`src/rtl/lsa_pkg.sv`:
```
// ----------------------------------------------------------------------------
// lsa_pkg
// Shared types and constants for the latency statistics accumulator.
// ----------------------------------------------------------------------------
package lsa_pkg;

	localparam int NUM_SLOTS_DEF = 16;
	localparam int SLOT_INDEX_W  = 4;
	localparam int SLOT_CODES    = 2 ** SLOT_INDEX_W;

	localparam logic [15:0] INTERVAL_LIMIT_RESET = 16'd1000;
	localparam logic [31:0] MIN_PRESET_RESET     = 32'd1000000;

	// configuration register indexes
	localparam int CFG_INDEX_W = 1;
	localparam logic [CFG_INDEX_W-1:0] CFG_INTERVAL_LIMIT = 1'b0;
	localparam logic [CFG_INDEX_W-1:0] CFG_MIN_PRESET     = 1'b1;
	localparam int CFG_DATA_W = 32;

	// stream widths
	localparam int IN_TDATA_W   = 40;
	localparam int OUT_TDATA_W  = 256;
	localparam int OUT_TUSER_W  = 1;
	localparam int MEAN_W       = 40;
	localparam int MEAN_FRAC    = 8;

	// serial divider: quotient bits produced per mean
	localparam int DIV_STEPS = 40;
	localparam int STEP_W    = $clog2(DIV_STEPS);

	// queue between front and back
	localparam int QUEUE_DEPTH = 2;
	localparam int QUEUE_AW    = (QUEUE_DEPTH > 1) ? $clog2(QUEUE_DEPTH) : 1;

	// per-slot record as held in the slot memory
	typedef struct packed {
		logic        valid;
		logic [63:0] run_sum;
		logic [31:0] run_tally;
		logic [31:0] run_low;
		logic [31:0] run_high;
		logic [47:0] window_sum;
		logic [15:0] window_tally;
		logic [31:0] window_low;
		logic [31:0] window_high;
	} slot_rec_t;

	// job handed from front to back
	typedef struct packed {
		logic        new_slot;
		logic [31:0] run_count;
		logic [31:0] run_min;
		logic [31:0] run_max;
		logic [63:0] run_sum;
		logic [15:0] window_count;
		logic [31:0] window_min;
		logic [31:0] window_max;
		logic [47:0] window_sum;
		logic        window_done;
	} job_t;

	typedef enum logic [1:0] {
		F_CLEAR,
		F_IDLE,
		F_READ,
		F_UPDATE
	} front_state_t;

	typedef enum logic [1:0] {
		B_IDLE,
		B_RUN,
		B_WIN,
		B_FINISH
	} back_state_t;

endpackage

```
`src/rtl/lsa_fifo.sv`:
```
// ----------------------------------------------------------------------------
// lsa_fifo
// Short job queue between the update front end and the mean divider.
// ----------------------------------------------------------------------------
module lsa_fifo import lsa_pkg::*; (
	input  logic clk,
	input  logic arst_n,
	input  logic push,
	input  job_t wdata,
	input  logic pop,
	output job_t rdata,
	output logic full,
	output logic empty
);

	localparam logic [QUEUE_AW-1:0] LAST_PTR = QUEUE_AW'(QUEUE_DEPTH - 1);

	job_t                entry_q [QUEUE_DEPTH];
	logic [QUEUE_AW-1:0] wr_ptr_q;
	logic [QUEUE_AW-1:0] rd_ptr_q;
	logic [QUEUE_AW:0]   cnt_q;

	always_ff @(posedge clk) begin
		if (push) begin
			entry_q[wr_ptr_q] <= wdata;
		end
	end

	always_ff @(posedge clk or negedge arst_n) begin
		if (!arst_n) begin
			wr_ptr_q <= '0;
			rd_ptr_q <= '0;
			cnt_q    <= '0;
		end else begin
			if (push) begin
				wr_ptr_q <= (wr_ptr_q == LAST_PTR) ? '0 : wr_ptr_q + 1'b1;
			end
			if (pop) begin
				rd_ptr_q <= (rd_ptr_q == LAST_PTR) ? '0 : rd_ptr_q + 1'b1;
			end
			if (push && !pop) begin
				cnt_q <= cnt_q + 1'b1;
			end else if (pop && !push) begin
				cnt_q <= cnt_q - 1'b1;
			end
		end
	end

	assign rdata = entry_q[rd_ptr_q];
	assign full  = cnt_q == (QUEUE_AW + 1)'(QUEUE_DEPTH);
	assign empty = cnt_q == '0;

	a_no_overflow: assert property (@(posedge clk) disable iff (!arst_n)
		push |-> !full) else $error("queue push while full");

	a_no_underflow: assert property (@(posedge clk) disable iff (!arst_n)
		pop |-> !empty) else $error("queue pop while empty");

	a_count_bound: assert property (@(posedge clk) disable iff (!arst_n)
		cnt_q <= (QUEUE_AW + 1)'(QUEUE_DEPTH)) else $error("queue count out of range");

endmodule

```
`config.mk`:
```
export PLATFORM = sky130hd
export DESIGN_NAME = lsa_fifo
export DESIGN_NICKNAME = d
export VERILOG_FILES = /design/src/rtl/lsa_pkg.sv /design/src/rtl/lsa_fifo.sv
export SDC_FILE = /design/constraint.sdc
export NUM_CORES = 1
export LEC_CHECK = 0
export ABC_AREA = 1
export BUFFER_PORTS_ARGS = -buffer_cell sky130_fd_sc_hd__buf_2
export CAP_MARGIN = 20
export CORE_MARGIN = 10
export CORE_UTILIZATION = 40
export DETAILED_ROUTE_END_ITERATION = 8
export SETUP_SLACK_MARGIN = 0.05
export SYNTH_ARGS = -nofsm -noshare
export SYNTH_HDL_FRONTEND = slang
export SYNTH_SLANG_ARGS = --single-unit
```
`constraint.sdc`:
```
create_clock -name clk -period 15.3 [get_ports clk]
set_input_delay 3.06 -clock clk [delete_from_list [all_inputs] [get_ports clk]]
set_output_delay 3.06 -clock clk [all_outputs]
set_load 0.02 [all_outputs]
```
==> impl_results.md <==
- Status: finished clean
- Remaining DRCs: 0
- Worst ir drop on vdd: 0.0001272 V
- Root Buffer: clkbuf_16
- Synthesized cell area: 21310 um2
- Core Area: ~53000 um2
- Placer Congestion: 0.8161
- Setup Fix Bufs, Post-CTS: 0
- Die footprint: ~63000 um2
- Global route hottest layer: met2
- FP Rows: 84
- Global-route wire length before repair: between 70000 and 80000 um
- Worst-Skew Late Latency: 0.59 ns
- Buf/Inv on CP: 3
- Vias per cell: 4.830
- Tcrit/Tclk final: a little over two fifths
- Max_cap viols: 0
- Crit. End Element: primary output
- Hold Path Depth: 2
- Vert. Die Dim: 250.8 um
- H-Tree Depth: 2
- IO Count: between 500 and 600
- WP depth: 4
- Die width: between 200 and 300 um
- Crit-path max cell delay: 0.86 ns
- Initial core utilization: 40.48%
- Area growth, synth to finish: 25.04%
- Drt wl/cell: 23.12 um
- Initial antenna violation count: 23
- Drt pass-1 iters: 4
- Slew @ Worst Pin: 1.052 ns
- Gr usage total: 16.10%
- Post-DP HPWL: about 37000 um
- WL final: 53030 um
- Largest net degree at the start of global routing: roughly 130
- Finished Cell Area: 26650 um2
- Net Count, Synth: 1222
- Worst-path clk slew: around 0.06 ns
- Hold crit path type: reg2reg
- R2R depth: 4
- Final setup viols: 0
- TNS Setup: 0 ns
- Most frequent cell on the critical path: buf_4
- Vias in the first global route: about 12000
- FMAX: around 150 MHz
- Slew HR: 29.88%
- Crit Path Category: reg2out
- Critical-path maximum fanout: 74
- Post-synthesis cell type count: 13
- Number of buffers created by CTS: 59
- Hold-fix buffers at CTS: 0
- Port Buf Inserts: 585
- Worst EP arrival: around 3.7 ns
- Met3 Usage GRT: under 10%
- Grt met1 use: 18.68%
- PwrDens: 196.4 nW/um2
- DRT iter0 DRCs: 667
- Synth warnings: 0
- M2 GR Usage: 26.79%
- Setup ws final: 8.586 ns
- Resize count post-CTS: 0
- CTS Buffer Depth: 3
- Tmin final: around 6.7 ns
- Register bit total from synthesis: 584
- CP max-delay cell: buf_4
- Cell family with most CP delay: buffers and inverters
- Area after DPL: 24790 um2
- Avg Inst Size Synth: 22.99 um2
- Synth Instances: 927
- DRT antenna net count: 0
- Final Skew: 0.006647 ns
- Sequential-to-total area share from yosys stat: 82.18%
- Pre-CTS setup slack: between 9 and 10 ns
- Lkg Pwr: 9.950 nW
- RSZ-0062 raised after global routing: no
- Clock Sinks: 584
- Fin. Hold Viols: 0
- GRT Residual Overflow: 0
- Cell Chain, Critical Path: buf_4 -> buf_4 -> mux2_2 -> buf_2
- Share of cells above drive strength 1: 60.35%
- Vias: 11080
- Pins Over Slew Limit: 0
- # nets final: 1847
- Crit start category: register
- CTS tree: yes
- Worst Path Required: 12.24 ns
==> registers in the layout, summed over array words and instances (netlist names) <==
register and cells:
cnt_q 2, entry_q 580, rd_ptr_q 1, wr_ptr_q 1
==> kinds of logic after synthesis <==
logic type / Yosys count / share of synthesized area (%)
DFF: 584 / 82.18
and+or+nand+nor: 10 / 0.1937
adders and majority gates: 1 / 0.05869
buffers and inverters: 39 / 2.119
xor gates and xnor gates: 3 / 0.1233
muxes: 290 / 15.32
==> power breakdown <==
part           total, mW  internal (mW)  switching, mW
Clock               1.37          0.804          0.568
Combinational       1.65          0.607           1.05
Sequential          2.21           2.13         0.0815
Total               5.23           3.54           1.70
==> layout by cell type (no fill, tap or decap) <==
master and n:
nand4_1 1, nand2_1 5, clkinv_2 5, buf_2 585, clkinv_1 16, buf_12 1
edfxtp_1 580, ha_1 1, clkinvlp_4 2, inv_8 1, buf_4 10, dfrtp_4 1
inv_1 6, mux2_2 290, bufinv_16 5, nand3_1 1, clkbuf_1 14, xnor2_1 1
clkbuf_16 61, diode_2 12, xor2_1 2, nor2_1 2, dfrtp_1 3, nor2_4 1
==> synth_stat cells <==
master | n | area, um2
mux2_2 | 290 | 3266
clkbuf_8 | 26 | 357.8
nor2_1 | 3 | 11.26
nand2_1 | 5 | 18.77
xor2_1 | 2 | 17.52
nand3_1 | 1 | 5.000
buf_6 | 6 | 67.56
xnor2_1 | 1 | 8.760
inv_1 | 7 | 26.28
edfxtp_1 | 580 | 17420
nand4_1 | 1 | 6.260
dfrtp_1 | 4 | 100.1
ha_1 | 1 | 12.51
==> final cells by class <==
class                      instances  area, um2
antenna                           12      30.03
clock buffer                      75       1579
clock inverter                    28      250.2
fill                            4391      26000
inverter                           7      33.78
multi-input combinational        304       3353
sequential                       584      17520
tap                              688      860.8
timing repair buffer             596       3023
==> worst min-delay path, cell delays in order, from the launching register on <==
cell	delay, ns
dfrtp_1	0.37
nand2_1	0.06
nand2_1	0.05
==> layer usage <==
metal  part of all wire [%]  wire length [um]
met3                    9.7              5130
met5                   0.30               157
met1                     38             20030
met2                     50             26300
met4                    2.7              1415
==> worst paths after layout <==
kind	slack, ns	from	endpoint
setup / recovery	8.59	rd_ptr_q	rdata[38]
hold / removal	0.51	cnt_q[1]	cnt_q[1]
setup reg to reg	11.94	wr_ptr_q	entry_q[1][70]
hold reg to reg	0.51	cnt_q[1]	cnt_q[1]
max in group asynchronous	12.88	arst_n	rd_ptr_q
min in group asynchronous	2.27	arst_n	rd_ptr_q
==> stage by stage <==
step	power [mW]	cells	hold slack (ns)	util [%]
6_report	5.233	2294	0.5123	50.61
5_1_grt	5.471	2291	0.5593	50.60
4_1_cts	5.312	2282	0.5097	50.56
3_5_place_dp	3.922	2179	0.4979	47.08
3_3_place_gp	3.911	2179	0.4844	47.08
2_1_floorplan	3.480	927	0.4631	-
No activity file was read; power rests on OpenSTA's default activity.
