**src/rtl/lsa_pkg.sv**
```systemverilog
// ----------------------------------------------------------------------------
// lsa_pkg
// Shared types and constants for the latency statistics accumulator.
// ----------------------------------------------------------------------------
package lsa_pkg;

	localparam int NUM_SLOTS_DEF = 16;
	localparam int SLOT_INDEX_W  = 4;
	localparam int SLOT_CODES    = 2 ** SLOT_INDEX_W;

	localparam logic [15:0] INTERVAL_LIMIT_RESET = 16'd1000;
	localparam logic [31:0] MIN_PRESET_RESET     = 32'd1000000;

	// configuration register indexes
	localparam int CFG_INDEX_W = 1;
	localparam logic [CFG_INDEX_W-1:0] CFG_INTERVAL_LIMIT = 1'b0;
	localparam logic [CFG_INDEX_W-1:0] CFG_MIN_PRESET     = 1'b1;
	localparam int CFG_DATA_W = 32;

	// stream widths
	localparam int IN_TDATA_W   = 40;
	localparam int OUT_TDATA_W  = 256;
	localparam int OUT_TUSER_W  = 1;
	localparam int MEAN_W       = 40;
	localparam int MEAN_FRAC    = 8;

	// serial divider: quotient bits produced per mean
	localparam int DIV_STEPS = 40;
	localparam int STEP_W    = $clog2(DIV_STEPS);

	// queue between front and back
	localparam int QUEUE_DEPTH = 2;
	localparam int QUEUE_AW    = (QUEUE_DEPTH > 1) ? $clog2(QUEUE_DEPTH) : 1;

	// per-slot record as held in the slot memory
	typedef struct packed {
		logic        valid;
		logic [63:0] run_sum;
		logic [31:0] run_tally;
		logic [31:0] run_low;
		logic [31:0] run_high;
		logic [47:0] window_sum;
		logic [15:0] window_tally;
		logic [31:0] window_low;
		logic [31:0] window_high;
	} slot_rec_t;

	// job handed from front to back
	typedef struct packed {
		logic        new_slot;
		logic [31:0] run_count;
		logic [31:0] run_min;
		logic [31:0] run_max;
		logic [63:0] run_sum;
		logic [15:0] window_count;
		logic [31:0] window_min;
		logic [31:0] window_max;
		logic [47:0] window_sum;
		logic        window_done;
	} job_t;

	typedef enum logic [1:0] {
		F_CLEAR,
		F_IDLE,
		F_READ,
		F_UPDATE
	} front_state_t;

	typedef enum logic [1:0] {
		B_IDLE,
		B_RUN,
		B_WIN,
		B_FINISH
	} back_state_t;

endpackage

```
**src/rtl/lsa_front.sv**
```systemverilog
// ----------------------------------------------------------------------------
// lsa_front
// Accepts timing reports, reads the slot record, updates run and interval
// statistics, writes the record back and queues a job for the mean divider.
// ----------------------------------------------------------------------------
module lsa_front import lsa_pkg::*; #(
	parameter int NUM_SLOTS = NUM_SLOTS_DEF
) (
	input  logic                    clk,
	input  logic                    arst_n,
	input  logic                    in_valid,
	output logic                    in_ready,
	input  logic [SLOT_INDEX_W-1:0] slot_index,
	input  logic [31:0]             elapsed_us,
	input  logic [15:0]             interval_limit,
	input  logic [31:0]             min_preset,
	input  logic                    q_full,
	output logic                    q_push,
	output job_t                    q_data
);

	localparam int SW = (NUM_SLOTS > 1) ? $clog2(NUM_SLOTS) : 1;
	localparam logic [SW-1:0] LAST_SLOT = SW'(NUM_SLOTS - 1);

	front_state_t fs_q, fs_d;

	logic [SW-1:0] slot_map [SLOT_CODES];
	slot_rec_t     mem_q [NUM_SLOTS];
	logic [SW-1:0] clr_q;
	logic [SW-1:0] slot_s1;
	logic [31:0]   elapsed_s1;
	slot_rec_t     rd_s2;

	logic          mem_we;
	logic [SW-1:0] mem_addr;
	slot_rec_t     mem_wdata;
	slot_rec_t     upd_rec;
	job_t          job;

	// index folding for slot counts below the index range
	for (genvar i = 0; i < SLOT_CODES; i++) begin : g_map
		assign slot_map[i] = SW'(i % NUM_SLOTS);
	end

	always_ff @(posedge clk) begin
		if (mem_we) begin
			mem_q[mem_addr] <= mem_wdata;
		end
		if (fs_q == F_READ) begin
			rd_s2 <= mem_q[slot_s1];
		end
		if (in_valid && in_ready) begin
			slot_s1    <= slot_map[slot_index];
			elapsed_s1 <= elapsed_us;
		end
	end

	always_ff @(posedge clk or negedge arst_n) begin
		if (!arst_n) begin
			fs_q  <= F_CLEAR;
			clr_q <= '0;
		end else begin
			fs_q <= fs_d;
			if (fs_q == F_CLEAR) begin
				clr_q <= clr_q + 1'b1;
			end
		end
	end

	always_comb begin
		fs_d = fs_q;
		unique case (fs_q)
			F_CLEAR:  if (clr_q == LAST_SLOT) fs_d = F_IDLE;
			F_IDLE:   if (in_valid) fs_d = F_READ;
			F_READ:   fs_d = F_UPDATE;
			F_UPDATE: if (!q_full) fs_d = F_IDLE;
			default:  fs_d = F_CLEAR;
		endcase
	end

	always_comb begin
		in_ready  = 1'b0;
		q_push    = 1'b0;
		mem_we    = 1'b0;
		mem_addr  = slot_s1;
		mem_wdata = upd_rec;
		unique case (fs_q)
			F_CLEAR: begin
				mem_we    = 1'b1;
				mem_addr  = clr_q;
				mem_wdata = '0;
			end
			F_IDLE: begin
				in_ready = 1'b1;
			end
			F_READ: begin
			end
			F_UPDATE: begin
				q_push = !q_full;
				mem_we = !q_full;
			end
			default: begin
			end
		endcase
	end

	// statistics update
	always_comb begin
		slot_rec_t base;
		slot_rec_t nxt;
		logic      done;

		base = rd_s2;
		if (!rd_s2.valid) begin
			base              = '0;
			base.valid        = 1'b1;
			base.run_low      = min_preset;
			base.window_low   = min_preset;
		end

		nxt = base;
		if (base.run_tally != '1) begin
			nxt.run_tally = base.run_tally + 32'd1;
			nxt.run_sum   = base.run_sum + {32'd0, elapsed_s1};
		end
		if (elapsed_s1 < base.run_low)  nxt.run_low  = elapsed_s1;
		if (elapsed_s1 > base.run_high) nxt.run_high = elapsed_s1;

		// window sum cannot pass 48 bits while the tally is below saturation
		if (base.window_tally != '1) begin
			nxt.window_tally = base.window_tally + 16'd1;
			nxt.window_sum   = base.window_sum + {16'd0, elapsed_s1};
		end
		if (elapsed_s1 < base.window_low)  nxt.window_low  = elapsed_s1;
		if (elapsed_s1 > base.window_high) nxt.window_high = elapsed_s1;

		done = nxt.window_tally >= interval_limit;

		job.new_slot     = !rd_s2.valid;
		job.run_count    = nxt.run_tally;
		job.run_min      = nxt.run_low;
		job.run_max      = nxt.run_high;
		job.run_sum      = nxt.run_sum;
		job.window_count = nxt.window_tally;
		job.window_min   = nxt.window_low;
		job.window_max   = nxt.window_high;
		job.window_sum   = nxt.window_sum;
		job.window_done  = done;

		upd_rec = nxt;
		if (done) begin
			upd_rec.window_sum   = '0;
			upd_rec.window_tally = '0;
			upd_rec.window_low   = min_preset;
			upd_rec.window_high  = '0;
		end
	end

	assign q_data = job;

endmodule

```
**config.mk**
```make
export PLATFORM = sky130hd
export DESIGN_NAME = lsa_front
export DESIGN_NICKNAME = d
export VERILOG_FILES = /design/src/rtl/lsa_pkg.sv /design/src/rtl/lsa_front.sv
export SDC_FILE = /design/constraint.sdc
export NUM_CORES = 2
export LEC_CHECK = 0
export BUFFER_PORTS_ARGS = -buffer_cell sky130_fd_sc_hd__buf_2
export CORE_MARGIN = 10
export CORE_UTILIZATION = 40
export CTS_CLUSTER_SIZE = 12
export DETAILED_ROUTE_END_ITERATION = 16
export HOLD_SLACK_MARGIN = 0.02
export PLACE_DENSITY = 0.62
export SLEW_MARGIN = 20
export SYNTH_ARGS = -nofsm -noshare
export SYNTH_HDL_FRONTEND = slang
export SYNTH_MEMORY_MAX_BITS = 65536
export SYNTH_SLANG_ARGS = --single-unit
```
**constraint.sdc**
```tcl
create_clock -name clk -period 15.5 [get_ports clk]
set_input_delay 3.1 -clock clk [delete_from_list [all_inputs] [get_ports clk]]
set_output_delay 3.1 -clock clk [all_outputs]
set_load 0.02 [all_outputs]
```
==> results.txt <==
* Outcome: finished, final reports clean
* CORE AREA: 0.494 mm2
- Number of setup violations in the final report: 0
- After detailed routing, the number of remaining DRC violations is 0.
* Max-slew headroom: 0.127
- Counting the buffers created by CTS gives 522.
- Worst Skew: 103 ps
- Portion of the clock cycle consumed by the worst path in the final layout: 0.740
- The number of global-route vias before repair is 103,035.
- The H-tree was split into 6 levels.
- The critical path in this run is classified as in -> out.
- In the synthesized netlist, the cells that appear most often are sky130_fd_sc_hd__edfxtp_1, sky130_fd_sc_hd__mux4_2, sky130_fd_sc_hd__clkbuf_1, sky130_fd_sc_hd__nand2_1, sky130_fd_sc_hd__a21oi_1.
- Worst path arrival time: roughly 8400 ps
- The startpoint identified for the worst register-to-register timing path is rd_s2[288].
- The routed design could run at a clock period as short as 11,470 ps.
- Tot Pwr: 39.2 mW
* Async set-reset flop share out of synthesis: 0.00121
- Leading post-synthesis cells by cell area: sky130_fd_sc_hd__edfxtp_1, sky130_fd_sc_hd__mux4_2, sky130_fd_sc_hd__ha_1
- Area enclosed by the die boundary: between 0.5 and 0.6 mm2
- Achievable Freq: 87.2 MHz
- Dividing total power by cell area gives a power density of 174 mW/mm2.
* Mapped cell area: 0.199 mm2
* Capturing instance or port of the critical path: q_data[229]
- GP Congestion: 0.864
* Top cell type by total area after synthesis: sky130_fd_sc_hd__edfxtp_1
* Number of fill cells in the layout: 40,816
* DP HPWL: 332 mm
- First-pass GRT wire length: ~810 mm
* Required time reported for the critical path endpoint: 12,400 ps
- The average instance in the mapped netlist occupies 21.3 um2.
- Number of input and output port buffers inserted: 379
- The worst setup path is captured at an output port.
- Summed over all cells, the static leakage comes to slightly above 70 nW.
- The number of different library cells used by synthesis comes to 94.
* Cell-by-cell trace of the critical path: buf_2, nor2b_1, a21oi_1, ha_1, a21o_1, a21o_1, a21oi_1, o21ai_0, o21bai_1, a21oi_1, nand3_4, buf_16, a21oi_1, buf_2
- The count of nets left with antenna violations once routing finished came out at 0.
* Number of cells on the critical path: 14
* Via count: 102,515
- Routed WL: 582 mm
* Synthesis Warnings: 0
- Hold Violations, Final: 0
- For this run, the share of the core covered by cells in the final layout is 0.456.
- Number of buffers added for setup after CTS: 0
- The synthesized design contains 4,955 register bits.
- In this run the worst setup path begins at min_preset[13].
- Dominant synthesized flop cell: sky130_fd_sc_hd__edfxtp_1
* Maximum root-to-sink buffer count: 4
- Die width: 725 um
* IO Pins: 380
- The worst register-to-register path has a setup slack of 6260 ps.
- Kind of cell adding the most delay to the critical path: compound AO/OA/AOI/OAI gates
- The number of max-slew violations in the final report came to 0.
- Count leader, synth: sky130_fd_sc_hd__edfxtp_1
- Routed via count divided by cell count: 6.02
- Worst min-delay path category: reg -> reg
* Crit path top cell by count: sky130_fd_sc_hd__a21oi_1
- The tree built by TritonCTS fans out to 4,955 sinks.
- Synth Net Count: 9,632
- Slowest Stage Delay on Critical Path: 1040 ps
* Violation count after the first detailed-route iteration: 13,916
- Crit-path slowest cell: sky130_fd_sc_hd__a21oi_1
- After routing the design area is between 0.2 and 0.25 mm2.
* Number of enable flip-flop cells after synthesis: 4,949
* Worst VDD drop: 0.131 mV
- Clock-pin slew was measured on the worst setup and hold paths at 60 ps.
- Top fanout value on the critical path: a little over 60
- Sequential share of the synthesized area: 0.749
- Total Nets Final: 10,319
* Worst-Skew Late Latency: 1100 ps
- Worst reg2reg endpoint: mem_q[11][117]
- Worst-case reg-to-reg path depth: 25
* Area added between synthesis and finish: 13.4%
* CP Launch Type: primary input
- Final worst hold slack: 575 ps
* Area share of the largest cell type after synthesis: 0.748
- Max-cap violations in this run came to 0.
- After technology mapping, the gate count stands at 9,338.
* Hold bufs inserted after CTS: 0
- Ratio of cells with drive above 1 in the final layout: 0.271
- Maximum number of pins on one net before global-route repair: 128
* 1st-pass router iterations: 8
- Once placement finished, the instance area stood at between 0.2 and 0.25 mm2.
- After clock tree synthesis, the repair step resized 0 gates.
- The initial antenna violation count came to 60.
- Initial core utilization: 0.402
- Buffer and inverter count on the worst path: 3
- Tightest Pin Transition: roughly 1300 ps
- Height of the die: 725 um
* Clock root buffer: sky130_fd_sc_hd__clkbuf_16
* Wire per inst: 34.2 um
- TritonCTS clock tree: built
- Num rows: between 200 and 300
* Setup total negative slack: 0 ps
- Global routing finished with a remaining overflow of 0.
- Total GRT Usage: 0.215
* RSZ-0062 raised after global routing: false
==> power by group <==
part,total (mW),leakage (nW),internal [mW],switching (mW)
sequential,18.1,45.2,17.8,0.270
clock,11.5,7.40,6.42,5.05
combinational,9.70,19.4,2.77,6.93
total,39.2,72.0,27.0,12.2
==> worst register-to-register path, delay by kind of cell, from the launching register on <==
kind | cells | cell delay (ps)
AO/OA/AOI/OAI | 6 | 1430
XOR/XNOR | 1 | 220
adder cells (fa/ha/maj) | 2 | 530
buffers and inverters | 6 | 3290
flip-flops | 1 | 320
AND/OR/NAND/NOR | 10 | 3130
==> layer usage <==
layer	up-vias	share of wire	global-route usage
li1	40439	-	-
met1	55336	0.39	0.293
met5	-	0.00066	0
met4	16	0.040	0.0771
met2	5724	0.46	0.332
met3	1000	0.11	0.0600
==> flip-flops by register name, indices dropped and copies added (netlist names) <==
register and cells:
mem_q 4624, slot_s1 4, fs_q 2, elapsed_s1 32, rd_s2 289, clr_q 4
==> placed cells by master (no fill, tap or decap), types with 166 or more instances in the layout <==
master                      count
sky130_fd_sc_hd__a21oi_1      249
sky130_fd_sc_hd__and2_1       222
sky130_fd_sc_hd__buf_2        379
sky130_fd_sc_hd__buf_4        250
sky130_fd_sc_hd__clkbuf_16    536
sky130_fd_sc_hd__edfxtp_1    4949
sky130_fd_sc_hd__ha_1         202
sky130_fd_sc_hd__mux4_2      1400
sky130_fd_sc_hd__nand2_1      272
sky130_fd_sc_hd__nand3_1      166
sky130_fd_sc_hd__nor2_1       203
==> final cells by class <==
class | instances | area [um2] | share of cell area
flip-flops and latches | 4955 | 149000 | 0.661
clock inverters | 161 | 1260 | 0.00560
diodes | 61 | 153 | 0.000678
inverters | 89 | 342 | 0.00152
repair buffers | 665 | 4500 | 0.0200
multi-input cells | 3792 | 47900 | 0.213
clock buffers | 675 | 13900 | 0.0619
well taps | 6630 | 8300 | 0.0368
==> cells by family after synthesis <==
| group | synth area share |
|---|---|
| simple gates | 0.0314 |
| fa+ha+maj | 0.0133 |
| compound gates | 0.0209 |
| mux | 0.166 |
| flops | 0.749 |
| buf+inv | 0.0118 |
| xor+xnor | 0.00731 |
==> worst min-delay path by stage <==
stage                     startpoint  endpoint  slack [ps]  cells past startpoint
after detailed placement    clr_q[0]  clr_q[0]         560                      1
after CTS                   clr_q[0]  clr_q[0]         570                      1
final                       clr_q[0]  clr_q[0]         580                      1
after floorplan             clr_q[3]  clr_q[3]         490                      1
after global placement      clr_q[3]  clr_q[3]         530                      1
after global routing        clr_q[3]  clr_q[3]         590                      1
==> metrics by stage <==
| stage | worst slack, ps | std cells |
|---|---|---|
| detailed placement | 4210 | 16128 |
| global route | 4080 | 16974 |
| finish | 4040 | 17028 |
| CTS | 4180 | 16964 |
| floorplan | -1300 | 9338 |
| global placement | 4180 | 16128 |
Note: power is estimated with default switching activity, not from simulation.
