### src/rtl/lsa_pkg.sv
// ----------------------------------------------------------------------------
// lsa_pkg
// Shared types and constants for the latency statistics accumulator.
// ----------------------------------------------------------------------------
package lsa_pkg;

	localparam int NUM_SLOTS_DEF = 16;
	localparam int SLOT_INDEX_W  = 4;
	localparam int SLOT_CODES    = 2 ** SLOT_INDEX_W;

	localparam logic [15:0] INTERVAL_LIMIT_RESET = 16'd1000;
	localparam logic [31:0] MIN_PRESET_RESET     = 32'd1000000;

	// configuration register indexes
	localparam int CFG_INDEX_W = 1;
	localparam logic [CFG_INDEX_W-1:0] CFG_INTERVAL_LIMIT = 1'b0;
	localparam logic [CFG_INDEX_W-1:0] CFG_MIN_PRESET     = 1'b1;
	localparam int CFG_DATA_W = 32;

	// stream widths
	localparam int IN_TDATA_W   = 40;
	localparam int OUT_TDATA_W  = 256;
	localparam int OUT_TUSER_W  = 1;
	localparam int MEAN_W       = 40;
	localparam int MEAN_FRAC    = 8;

	// serial divider: quotient bits produced per mean
	localparam int DIV_STEPS = 40;
	localparam int STEP_W    = $clog2(DIV_STEPS);

	// queue between front and back
	localparam int QUEUE_DEPTH = 2;
	localparam int QUEUE_AW    = (QUEUE_DEPTH > 1) ? $clog2(QUEUE_DEPTH) : 1;

	// per-slot record as held in the slot memory
	typedef struct packed {
		logic        valid;
		logic [63:0] run_sum;
		logic [31:0] run_tally;
		logic [31:0] run_low;
		logic [31:0] run_high;
		logic [47:0] window_sum;
		logic [15:0] window_tally;
		logic [31:0] window_low;
		logic [31:0] window_high;
	} slot_rec_t;

	// job handed from front to back
	typedef struct packed {
		logic        new_slot;
		logic [31:0] run_count;
		logic [31:0] run_min;
		logic [31:0] run_max;
		logic [63:0] run_sum;
		logic [15:0] window_count;
		logic [31:0] window_min;
		logic [31:0] window_max;
		logic [47:0] window_sum;
		logic        window_done;
	} job_t;

	typedef enum logic [1:0] {
		F_CLEAR,
		F_IDLE,
		F_READ,
		F_UPDATE
	} front_state_t;

	typedef enum logic [1:0] {
		B_IDLE,
		B_RUN,
		B_WIN,
		B_FINISH
	} back_state_t;

endpackage

### src/rtl/lsa_back.sv
// ----------------------------------------------------------------------------
// lsa_back
// Takes jobs from the queue, forms both fixed-point means on one shared
// restoring divider (one quotient bit a cycle) and holds the result register.
// ----------------------------------------------------------------------------
module lsa_back import lsa_pkg::*; (
	input  logic                   clk,
	input  logic                   arst_n,
	input  logic                   q_empty,
	input  job_t                   q_data,
	output logic                   q_pop,
	output logic                   m_axis_tvalid,
	input  logic                   m_axis_tready,
	output logic [OUT_TDATA_W-1:0] m_axis_tdata,
	output logic [OUT_TUSER_W-1:0] m_axis_tuser,
	output logic                   m_axis_tlast
);

	localparam logic [STEP_W-1:0] LAST_STEP = STEP_W'(DIV_STEPS - 1);

	back_state_t bs_q, bs_d;

	job_t                job_q;
	logic [STEP_W-1:0]   step_q;
	logic [31:0]         rem_q;
	logic [MEAN_W-1:0]   dvd_q;
	logic [MEAN_W-1:0]   quo_q;
	logic [MEAN_W-1:0]   run_mean_q;
	job_t                out_job_q;
	logic [MEAN_W-1:0]   out_run_mean_q;
	logic [MEAN_W-1:0]   out_win_mean_q;
	logic                out_valid_q;

	logic [31:0]         divisor;
	logic [32:0]         trial;
	logic                ge;
	logic [32:0]         diff;
	logic [31:0]         rem_nxt;
	logic [MEAN_W-1:0]   quo_nxt;
	logic                out_free;
	logic                last_step;

	assign divisor   = (bs_q == B_WIN) ? {16'd0, job_q.window_count} : job_q.run_count;
	assign trial     = {rem_q, dvd_q[MEAN_W-1]};
	assign ge        = trial >= {1'b0, divisor};
	assign diff      = trial - {1'b0, divisor};
	assign rem_nxt   = ge ? diff[31:0] : trial[31:0];
	assign quo_nxt   = {quo_q[MEAN_W-2:0], ge};
	assign out_free  = !out_valid_q || m_axis_tready;
	assign last_step = step_q == LAST_STEP;

	always_comb begin
		bs_d = bs_q;
		unique case (bs_q)
			B_IDLE:   if (!q_empty) bs_d = B_RUN;
			B_RUN:    if (last_step) bs_d = B_WIN;
			B_WIN:    if (last_step) bs_d = B_FINISH;
			B_FINISH: if (out_free) bs_d = B_IDLE;
			default:  bs_d = B_IDLE;
		endcase
	end

	always_comb begin
		q_pop = 1'b0;
		unique case (bs_q)
			B_IDLE:  q_pop = !q_empty;
			default: q_pop = 1'b0;
		endcase
	end

	always_ff @(posedge clk or negedge arst_n) begin
		if (!arst_n) begin
			bs_q        <= B_IDLE;
			out_valid_q <= 1'b0;
		end else begin
			bs_q <= bs_d;
			if (bs_q == B_FINISH && out_free) begin
				out_valid_q <= 1'b1;
			end else if (m_axis_tready) begin
				out_valid_q <= 1'b0;
			end
		end
	end

	// The quotient is known to fit in 40 bits, so the upper 32 sum bits are
	// already below the count and seed the remainder directly.
	always_ff @(posedge clk) begin
		case (bs_q)
			B_IDLE: begin
				if (!q_empty) begin
					job_q  <= q_data;
					rem_q  <= q_data.run_sum[63:32];
					dvd_q  <= {q_data.run_sum[31:0], {MEAN_FRAC{1'b0}}};
					quo_q  <= '0;
					step_q <= '0;
				end
			end
			B_RUN: begin
				if (last_step) begin
					run_mean_q <= (job_q.run_count == '0) ? '0 : quo_nxt;
					rem_q      <= {16'd0, job_q.window_sum[47:32]};
					dvd_q      <= {job_q.window_sum[31:0], {MEAN_FRAC{1'b0}}};
					quo_q      <= '0;
					step_q     <= '0;
				end else begin
					rem_q  <= rem_nxt;
					dvd_q  <= {dvd_q[MEAN_W-2:0], 1'b0};
					quo_q  <= quo_nxt;
					step_q <= step_q + 1'b1;
				end
			end
			B_WIN: begin
				rem_q  <= rem_nxt;
				dvd_q  <= {dvd_q[MEAN_W-2:0], 1'b0};
				quo_q  <= quo_nxt;
				step_q <= step_q + 1'b1;
			end
			B_FINISH: begin
				if (out_free) begin
					out_job_q      <= job_q;
					out_run_mean_q <= run_mean_q;
					out_win_mean_q <= (job_q.window_count == '0) ? '0 : quo_q;
				end
			end
			default: begin
			end
		endcase
	end

	assign m_axis_tvalid = out_valid_q;
	assign m_axis_tdata  = {out_win_mean_q, out_job_q.window_max, out_job_q.window_min,
		out_job_q.window_count, out_run_mean_q, out_job_q.run_max, out_job_q.run_min,
		out_job_q.run_count};
	assign m_axis_tuser  = out_job_q.new_slot;
	assign m_axis_tlast  = out_job_q.window_done;

	a_run_rem: assert property (@(posedge clk) disable iff (!arst_n)
		(bs_q == B_RUN && job_q.run_count != '0) |-> rem_q < job_q.run_count)
		else $error("run remainder not below divisor");

	a_win_rem: assert property (@(posedge clk) disable iff (!arst_n)
		(bs_q == B_WIN && job_q.window_count != '0) |-> rem_q < {16'd0, job_q.window_count})
		else $error("window remainder not below divisor");

	a_pop_starts: assert property (@(posedge clk) disable iff (!arst_n)
		q_pop |=> (bs_q == B_RUN && step_q == '0))
		else $error("division did not start after pop");

endmodule

### config.mk
export PLATFORM = sky130hd
export DESIGN_NAME = lsa_back
export DESIGN_NICKNAME = d
export VERILOG_FILES = /design/src/rtl/lsa_pkg.sv /design/src/rtl/lsa_back.sv
export SDC_FILE = /design/constraint.sdc
export NUM_CORES = 1
export LEC_CHECK = 0
export ABC_AREA = 1
export BUFFER_PORTS_ARGS = -buffer_cell sky130_fd_sc_hd__buf_2
export CAP_MARGIN = 0
export CORE_MARGIN = 4
export CORE_UTILIZATION = 49
export DETAILED_ROUTE_END_ITERATION = 16
export PLACE_DENSITY = 0.76
export SETUP_SLACK_MARGIN = 0.2
export SKIP_CTS_REPAIR_TIMING = 1
export SKIP_LAST_GASP = 1
export SLEW_MARGIN = 25
export SYNTH_ARGS = -nofsm -noshare
export SYNTH_HDL_FRONTEND = slang
export SYNTH_SLANG_ARGS = --single-unit
export TNS_END_PERCENT = 50
### constraint.sdc
create_clock -name clk -period 14.79 [get_ports clk]
set_input_delay 2.958 -clock clk [delete_from_list [all_inputs] [get_ports clk]]
set_output_delay 2.958 -clock clk [all_outputs]
set_load 0.03 [all_outputs]
==> results.toml, run 1 <==
[run_status]
status = "complete, no violations"

[setup_path]
cp-endpoint = "q_pop"
crit_fanout = 2
setup.worst_path.start = "q_empty"
crit_type = "in -> out"
cp.required_ns = 11.83
rr_endpoint = "rem_q[16]"
rrSetupSlack_ns = 10.39
reg2reg_from = "bs_q[0]"
cp-start-kind = "input port"
end_kind = "primary output"
cp.arrival_ns = 3.48
worstRegToRegCells = 17

[sta]
fin_ws_ns = 8.36
rsz0062_at_grt = "no"
clock.fmax_mhz = 155
period_minus_slack_ns = 6.43
tns_ns = 0
finalMaxSlewViolations = 0
fin_skew_ns = 0.0200
slew-limit-headroom_pct = 38.8
tightest_slew_ns = 0.918
finalSetupViolCount = 0
hold_viol = 0
post-route-period-util_pct = 43.5

[global_route]
grt_max_degree = 163
grt_usage_pct = 22.9
antenna_found_initial = 33
overflow = 0
grt_pass1_wl_um = 92400
grt_pass1_vias = 15500

[drt]
dr.pass1.iters = 7
drt_iter0_drc = 1234
vias = 15700
ant_nets = 0
routedWlPerCell_um = 20.4
viasPerCell = 5.08
postRouteWirelength_um = 63000
drc = 0

[floorplanning]
core_um2 = 49100
start_util_pct = 49.7
die-area_um2 = 53300
die_y_um = 231
ioPinCount = 554
die_width_um = 231
fp-row-count = 81

[clock_network]
cts_max_path_buffers = 3
clock-root-buffer = "clkbuf_16"
cts_tree = "yes"
insertion_delay_ns = 0.59
clk_pin_slew_ns = 0.07
cts_made_buffers = 67
clkSinkCount = 637
h-tree-depth = 3

[synth]
synth_top_area_share_pct = 78.2
synth_common_cells = "edfxtp_1 (634), nand2_1 (324), nor2_1 (269)"
synth_cells = 1763
synth-async-reset-ratio_pct = 0.471
netlist-cell-type-count = 39
yosys_warnings = 0
syn-cell-area_um2 = 24400
synth_nets = 2095
synth_edf_count = 634
synth_area_leaders = "edfxtp_1 (78%), nand2_1 (5.0%), nor2_1 (4.1%), inv_1 (2.7%), ha_1 (1.9%)"
ys_seq_area_share_pct = 78.5
synthMostInstantiatedCell = "edfxtp_1"
synth_top_area_cell = "edfxtp_1"
ys_ff_latch = 637
ys.flop_type = "edfxtp_1"
syn_avg_cell_area_um2 = 13.8

[placed_design]
place_congestion = 0.923
place_ws_ns = 8.34
dp_hpwl_um = 45300
portBuffers = 553

[power]
ir_drop_mv = 0.248
power_density_nw_per_um2 = 241
leakagePower_nw = 12.2

[finish]
nFillCells = 3789
nNetsFinal = 2685
drive_gt1_share_pct = 28.5
syn_to_final_growth_pct = 24.0

[job]
drv_cap = 0

[hold_path]
hold_path_class = "reg -> reg"
## worst min-delay path by stage
stage,depth (start not counted),start,slack [ns],end
after floorplan,0,job_q[81],0.40,m_axis_tdata[152]
after global placement,0,job_q[98],0.40,m_axis_tdata[169]
after detailed placement,0,job_q[87],0.40,m_axis_tdata[158]
after CTS,0,job_q[254],0.41,m_axis_tdata[61]
after global routing,0,job_q[254],0.42,m_axis_tdata[61]
final,0,job_q[254],0.41,m_axis_tdata[61]
## through the flow
stage | hold WS [ns] | area (µm²) | utilization, % | total power, mW | instances
after floorplan | 0.400 | 24400 | - | 4.94 | 1763
after global placement | 0.400 | 27900 | 56.9 | 5.56 | 2946
after detailed placement | 0.405 | 27900 | 57.0 | 5.65 | 2947
after CTS | 0.411 | 30100 | 61.4 | 7.33 | 3067
after global routing | 0.416 | 30200 | 61.5 | 7.75 | 3080
final | 0.412 | 30200 | 61.6 | 7.29 | 3085
## cells in the final DEF (no fill, tap or decap), types with 2 or more instances in the layout
cell | synthesis | final
clkbuf_1 | 28 | 22
diode_2 | 0 | 17
buf_16 | 0 | 2
nor4_2 | 1 | 3
nand2_4 | 2 | 2
clkinv_8 | 0 | 2
nor3_1 | 5 | 5
clkbuf_16 | 0 | 69
clkinvlp_4 | 0 | 4
inv_2 | 2 | 3
nand2_1 | 324 | 324
nor2_1 | 269 | 268
a21oi_2 | 4 | 4
inv_1 | 178 | 177
buf_2 | 12 | 553
nand3_1 | 75 | 75
or4_1 | 2 | 2
nand4_1 | 11 | 11
ha_1 | 37 | 36
clkinv_2 | 0 | 5
a21oi_1 | 44 | 43
nand2_2 | 3 | 3
or2_1 | 4 | 4
bufinv_16 | 0 | 7
o21ai_0 | 40 | 40
o21ai_1 | 3 | 2
a221oi_1 | 31 | 31
xor2_1 | 3 | 3
nor2_4 | 1 | 2
edfxtp_1 | 634 | 634
buf_4 | 1 | 13
xnor2_1 | 9 | 9
nand3b_1 | 6 | 6
dfrtp_1 | 3 | 3
nor4_1 | 8 | 6
o21bai_1 | 7 | 6
clkinv_1 | 1 | 9
nor2_2 | 2 | 2
## worst max-delay path, cell delays in order
cell    delay [ns]
buf_2         0.15
nor2_4        0.15
buf_2         0.22
## final cells by class
class	instances	area (µm²)	area share, %
Sequential cell	637	19100	63.3
Multi-Input combinational cell	897	4410	14.6
Antenna cell	17	42.5	0.141
Timing Repair Buffer	569	2940	9.74
Clock inverter	28	357	1.18
Inverter	181	679	2.25
Tap cell	664	831	2.75
Clock buffer	92	1820	6.04
## report_power, final
group	switching, mW	total [mW]	internal [mW]
Combinational	1.94	2.71	0.768
Clock	0.672	1.66	0.992
Sequential	0.173	2.92	2.74
Total	2.79	7.29	4.50
## routing by layer
metal  up-vias  GRT usage, %  share of wire (%)
met2       677          38.9                 50
met3       145          5.84                8.1
li1       7358             -                  -
met5         -             0               0.16
met4        16          9.06                3.6
met1      7491          28.2                 38
## registers in the layout (all words and copies together), names as in the netlist
name / count
m_axis_tlast: 1
step_q: 6
m_axis_tvalid: 1
quo_q: 40
m_axis_tdata: 176
dvd_q: 32
out_win_mean_q: 40
job_q: 226
run_mean_q: 40
m_axis_tuser: 1
rem_q: 32
bs_q: 2
out_run_mean_q: 40
## kinds of logic (layout without fill, tap and decap cells)
family                   Yosys count  in the layout  share of synthesized area (%)
AO/OA/AOI/OAI                    132            132                           3.35
XOR/XNOR                          12             12                          0.432
adder cells (fa/ha/maj)           38             38                           1.98
buffers and inverters            229            870                           3.70
flip-flops                       637            637                           78.5
other                              0             17                              0
AND/OR/NAND/NOR                  715            715                           12.1
(Power assumes the default switching activity.)
==> run 2, diff against run 1 <==
- ABC_AREA: 1 -> 0
- CORE_UTILIZATION: 49 -> 48
- PLACE_DENSITY: 0.76 -> 0.75
- clock period: 14.79 -> 5.8 ns (I/O delays scaled with it)
==> results.toml, run 2 <==
[drt]
drc = 0
ant_nets = 0
viasPerCell = 5.30
dr.pass1.iters = 5
drt_iter0_drc = 1092
routedWlPerCell_um = 21.8
vias = 14200
postRouteWirelength_um = 58300

[synth]
synth_cells = 1389
synth_common_cells = "edfxtp_1 (634), nor2_1 (95), and3_1 (60)"
synthMostInstantiatedCell = "edfxtp_1"
synth-async-reset-ratio_pct = 0.471
ys_ff_latch = 637
synth_top_area_cell = "edfxtp_1"
ys_seq_area_share_pct = 80.1
synth_area_leaders = "edfxtp_1 (80%), ha_1 (1.9%), and3_1 (1.6%), nor2_1 (1.5%), mux2i_1 (1.4%)"
ys.flop_type = "edfxtp_1"
synth_top_area_share_pct = 79.8
syn-cell-area_um2 = 23900
yosys_warnings = 0
netlist-cell-type-count = 64
synth_nets = 1721
syn_avg_cell_area_um2 = 17.2
synth_edf_count = 634

[sta]
fin_skew_ns = 0.0300
period_minus_slack_ns = 4.55
slew-limit-headroom_pct = 31.0
finalSetupViolCount = 0
tightest_slew_ns = 1.04
clock.fmax_mhz = 220
rsz0062_at_grt = "no"
fin_ws_ns = 1.25
post-route-period-util_pct = 78.5
tns_ns = 0
hold_viol = 0
finalMaxSlewViolations = 0

[floorplanning]
fp-row-count = 81
die_width_um = 231
die-area_um2 = 53300
core_um2 = 49100
start_util_pct = 48.6
ioPinCount = 554
die_y_um = 231

[finish]
nNetsFinal = 2287
largest-register = "job_q"
final_common_cell = "edfxtp_1"
drive_gt1_share_pct = 33.4
largest_reg_flops = 226
layout.cells.non_filler = 2676
syn_to_final_growth_pct = 23.1
layout_common_cells = "edfxtp_1 (634), buf_2 (553), nor2_1 (94)"
final_area_um2 = 29400

[setup_path]
crit_buf_inv = 3
reg2reg_from = "bs_q[0]"
crit_path_cell_trace = "inv_1 -> ha_1 -> buf_4 -> mux2i_1 -> ha_1 -> nand4_1 -> nor4_1 -> nand4_1 -> a31oi_1 -> nor3_1 -> a21oi_4 -> buf_4 -> nand2_1 -> o221ai_1"
worstRegToRegCells = 14
end_kind = "register"
crit_family = "simple AND/OR/NAND/NOR gates"
crit_type = "reg -> reg"
cp-start-kind = "register"
rr_endpoint = "rem_q[17]"
cp.required_ns = 6.24
critPathSlowestCell = "a21oi_4"
cp.arrival_ns = 4.99
cpPeakStageDelay_ns = 0.68
crit_fanout = 35
rrSetupSlack_ns = 1.25

[hold_path]
hold_path_class = "in -> async"

[clock_network]
cts_tree = "yes"
cts_made_buffers = 61
h-tree-depth = 2
insertion_delay_ns = 0.63
clock-root-buffer = "clkbuf_16"
cts_max_path_buffers = 3
clk_pin_slew_ns = 0.06
clkSinkCount = 637

[power]
total_power_mw = 17.7
leakagePower_nw = 11.2
power_density_nw_per_um2 = 601
ir_drop_mv = 0.366

[job]
drv_cap = 0

[placed_design]
placed_cells = 2556
placed_area_um2 = 27400
place_congestion = 0.895
portBuffers = 553
place_ws_ns = 1.22
dp_hpwl_um = 40600

[run_status]
status = "complete, no violations"

[global_route]
overflow = 0
grt_pass1_wl_um = 85100
grt_pass1_vias = 14400
antenna_found_initial = 15
grt_max_degree = 148
grt_usage_pct = 20.9
==> run 2: where the power goes <==
part           switching (mW)  leakage, nW  internal, mW  total [mW]
logic                    4.33         4.31          2.04        6.36
clock network            1.66        0.922          2.14        3.81
registers               0.512         6.00          6.98        7.50
total                    6.50         11.2          11.2        17.7
==> run 2: logic make-up after synthesis <==
logic type | count (synthesis) | share of synthesized area, %
XOR/XNOR | 30 | 1.10
adder cells (fa/ha/maj) | 38 | 2.02
AO/OA/AOI/OAI | 185 | 5.29
AND/OR/NAND/NOR | 388 | 8.66
buffers and inverters | 75 | 1.27
multiplexers | 36 | 1.53
flip-flops | 637 | 80.1
==> run 2: worst max path at each step <==
stage,startpoint,end,slack (ns),depth (start not counted)
4_1_cts,bs_q[0],rem_q[24],1.24,14
3_3_place_gp,bs_q[0],rem_q[21],1.45,14
5_1_grt,bs_q[0],rem_q[24],0.87,14
6_report,bs_q[0],rem_q[17],1.25,14
2_1_floorplan,bs_q[0],dvd_q[10],-1.48,6
3_5_place_dp,bs_q[0],rem_q[17],1.22,14
==> run 2: layout make-up <==
cell class / count / area (µm²)
tap: 664 / 831
fill: 3667 / 19700
multi-input combinational: 677 / 4480
clock inverter: 30 / 302
clock buffer: 79 / 1620
timing repair buffer: 567 / 2960
antenna: 11 / 27.5
sequential: 637 / 19100
inverter: 11 / 42.5
==> run 2: worst reg2reg max path: stages (launching register included) <==
cell and delay [ns]:
dfrtp_1 0.40, inv_1 0.14, ha_1 0.17, buf_4 0.38, mux2i_1 0.19, ha_1 0.42
nand4_1 0.22, nor4_1 0.49, nand4_1 0.17, a31oi_1 0.20, nor3_1 0.11, a21oi_4 0.68
buf_4 0.36, nand2_1 0.20, o221ai_1 0.25
==> run 2: per-layer routing <==
metal / global-route usage, % / up-vias / share of wire (%) / wire length (µm)
li1: - / 6515 / - / -
met3: 4.96 / 114 / 7.8 / 4540
met1: 26.4 / 6981 / 39 / 22500
met2: 35.5 / 572 / 50 / 29300
met5: 0 / - / 0.077 / 45
met4: 7.95 / 8 / 3.2 / 1850
==> run 2: per-stage QoR <==
| stage | util (%) | hold slack, ns |
|---|---|---|
| floorplan | - | 0.400 |
| CTS | 59.8 | 0.270 |
| finish | 59.9 | 0.323 |
| detailed placement | 55.9 | 0.405 |
| global placement | 55.8 | 0.400 |
| global route | 59.9 | 0.283 |
==> run 3, diff against run 2 <==
- CORE_UTILIZATION: 48 -> 49
- PLACE_DENSITY: 0.75 -> 0.74
- clock period: 5.8 -> 4.3 ns (I/O delays scaled with it)
==> results.toml, run 3 (synthesized netlist as in run 2, its figures left out) <==
[global_route]
antenna_found_initial = 15
grt_pass1_wl_um = 85500
grt_pass1_vias = 14400
grt_busiest_layer = "met2"
grtUsageMet3_pct = 6.06
overflow = 0
grt_usage_pct = 21.4
use_met2_pct = 36.3
met1_usage_pct = 26.7
grt_max_degree = 138

[setup_path]
end_kind = "register"
crit_fanout = 35
cp-start-kind = "register"
cp.required_ns = 4.64
cp.arrival_ns = 4.22
setup.worst_path.start = "bs_q[0]"
reg2reg_from = "bs_q[0]"
crit_type = "reg -> reg"

[placed_design]
portBuffers = 553
place_congestion = 0.915
placed_cells = 2512
dp_hpwl_um = 40300

[clock_network]
cts_max_path_buffers = 3
cts_made_buffers = 67
clk_pin_slew_ns = 0.06
clock-root-buffer = "clkbuf_16"
cts_tree = "yes"
insertion_delay_ns = 0.60
h-tree-depth = 3
clkSinkCount = 637

[drt]
ant_nets = 0
dr.pass1.iters = 5
routedWlPerCell_um = 21.8
vias = 14100
drt_iter0_drc = 1016
viasPerCell = 5.34
drc = 0
postRouteWirelength_um = 57600

[sta]
period_minus_slack_ns = 3.88
clock.fmax_mhz = 258
tightest_slew_ns = 0.879
slew-limit-headroom_pct = 41.4
post-route-period-util_pct = 90.3
finalSetupViolCount = 0
fin_skew_ns = 0.0176
finalMaxSlewViolations = 0
hold_viol = 0
rsz0062_at_grt = "no"

[finish]
layout_common_cells = "edfxtp_1 (634), buf_2 (553), nor2_1 (94)"
drive_gt1_share_pct = 34.1
nNetsFinal = 2303
syn_to_final_growth_pct = 24.5
largest-register = "job_q"
final_common_cell = "edfxtp_1"
layout.cells.non_filler = 2647
fin_util_pct = 62.0
largest_reg_flops = 226

[job]
drv_cap = 0

[floorplanning]
die_width_um = 229
die-area_um2 = 52300
fp-row-count = 80
die_y_um = 229
core_um2 = 47900
start_util_pct = 49.7
ioPinCount = 554

[run_status]
status = "complete, no violations"

[hold_path]
hold_path_class = "in -> async"

[power]
leakagePower_nw = 11.4
power_density_nw_per_um2 = 829
ir_drop_mv = 0.521
[run 3: metrics by stage]
step | area, µm² | total power, mW | hold slack (ns) | setup slack, ns | TNS, ns
after CTS | 29600 | 24.8 | 0.00552 | 0.356 | 0
after floorplan | 23900 | 16.3 | 0.400 | -0.772 | -151.80
after global routing | 29700 | 26.0 | 0.00623 | 0.221 | 0
after global placement | 27400 | 18.8 | 0.400 | 0.542 | 0
after detailed placement | 27500 | 19.0 | 0.405 | 0.313 | 0
final | 29700 | 24.6 | 0.0469 | 0.419 | 0
[run 3: area by class of cell]
| cell class | instances | area [µm²] |
|---|---|---|
| tap | 615 | 769 |
| timing repair buffer | 577 | 3100 |
| sequential | 637 | 19100 |
| antenna | 7 | 17.5 |
| fill | 3424 | 18200 |
| multi-input combinational | 677 | 4490 |
| clock buffer | 82 | 1730 |
| inverter | 11 | 43.8 |
| clock inverter | 41 | 443 |
[run 3: final timing paths]
path	cells after the start	end	slack, ns
max	15	rem_q[0]	0.42
min	1	m_axis_tvalid	0.05
max reg2reg	15	rem_q[0]	0.42
min reg2reg	0	out_run_mean_q[21]	0.41
max in group asynchronous	1	bs_q[0]	4.14
min in group clk	0	out_run_mean_q[21]	0.41
[run 3: power by group]
part / total, mW / switching (mW) / internal (mW)
Combinational: 8.85 / 5.93 / 2.92
Sequential: 10.1 / 0.693 / 9.40
Clock: 5.67 / 2.34 / 3.33
[run 3: worst max-delay path, cell delays in order (launching register included)]
cell and delay [ns]:
dfrtp_1 0.41, inv_1 0.16, ha_1 0.22, buf_12 0.21, mux2_2 0.39, inv_1 0.07
ha_1 0.23, nor2b_1 0.15, o2111a_1 0.23, or2_2 0.34, a22oi_2 0.23, o211a_1 0.27
a21oi_4 0.13, buf_4 0.18, mux2i_1 0.11, a221o_1 0.32
[run 3: layer usage]
layer	routed length (µm)	up-vias
li1	-	6555
met1	22300	6863
met2	29100	582
met3	4470	115
met4	1710	8
met5	49	-
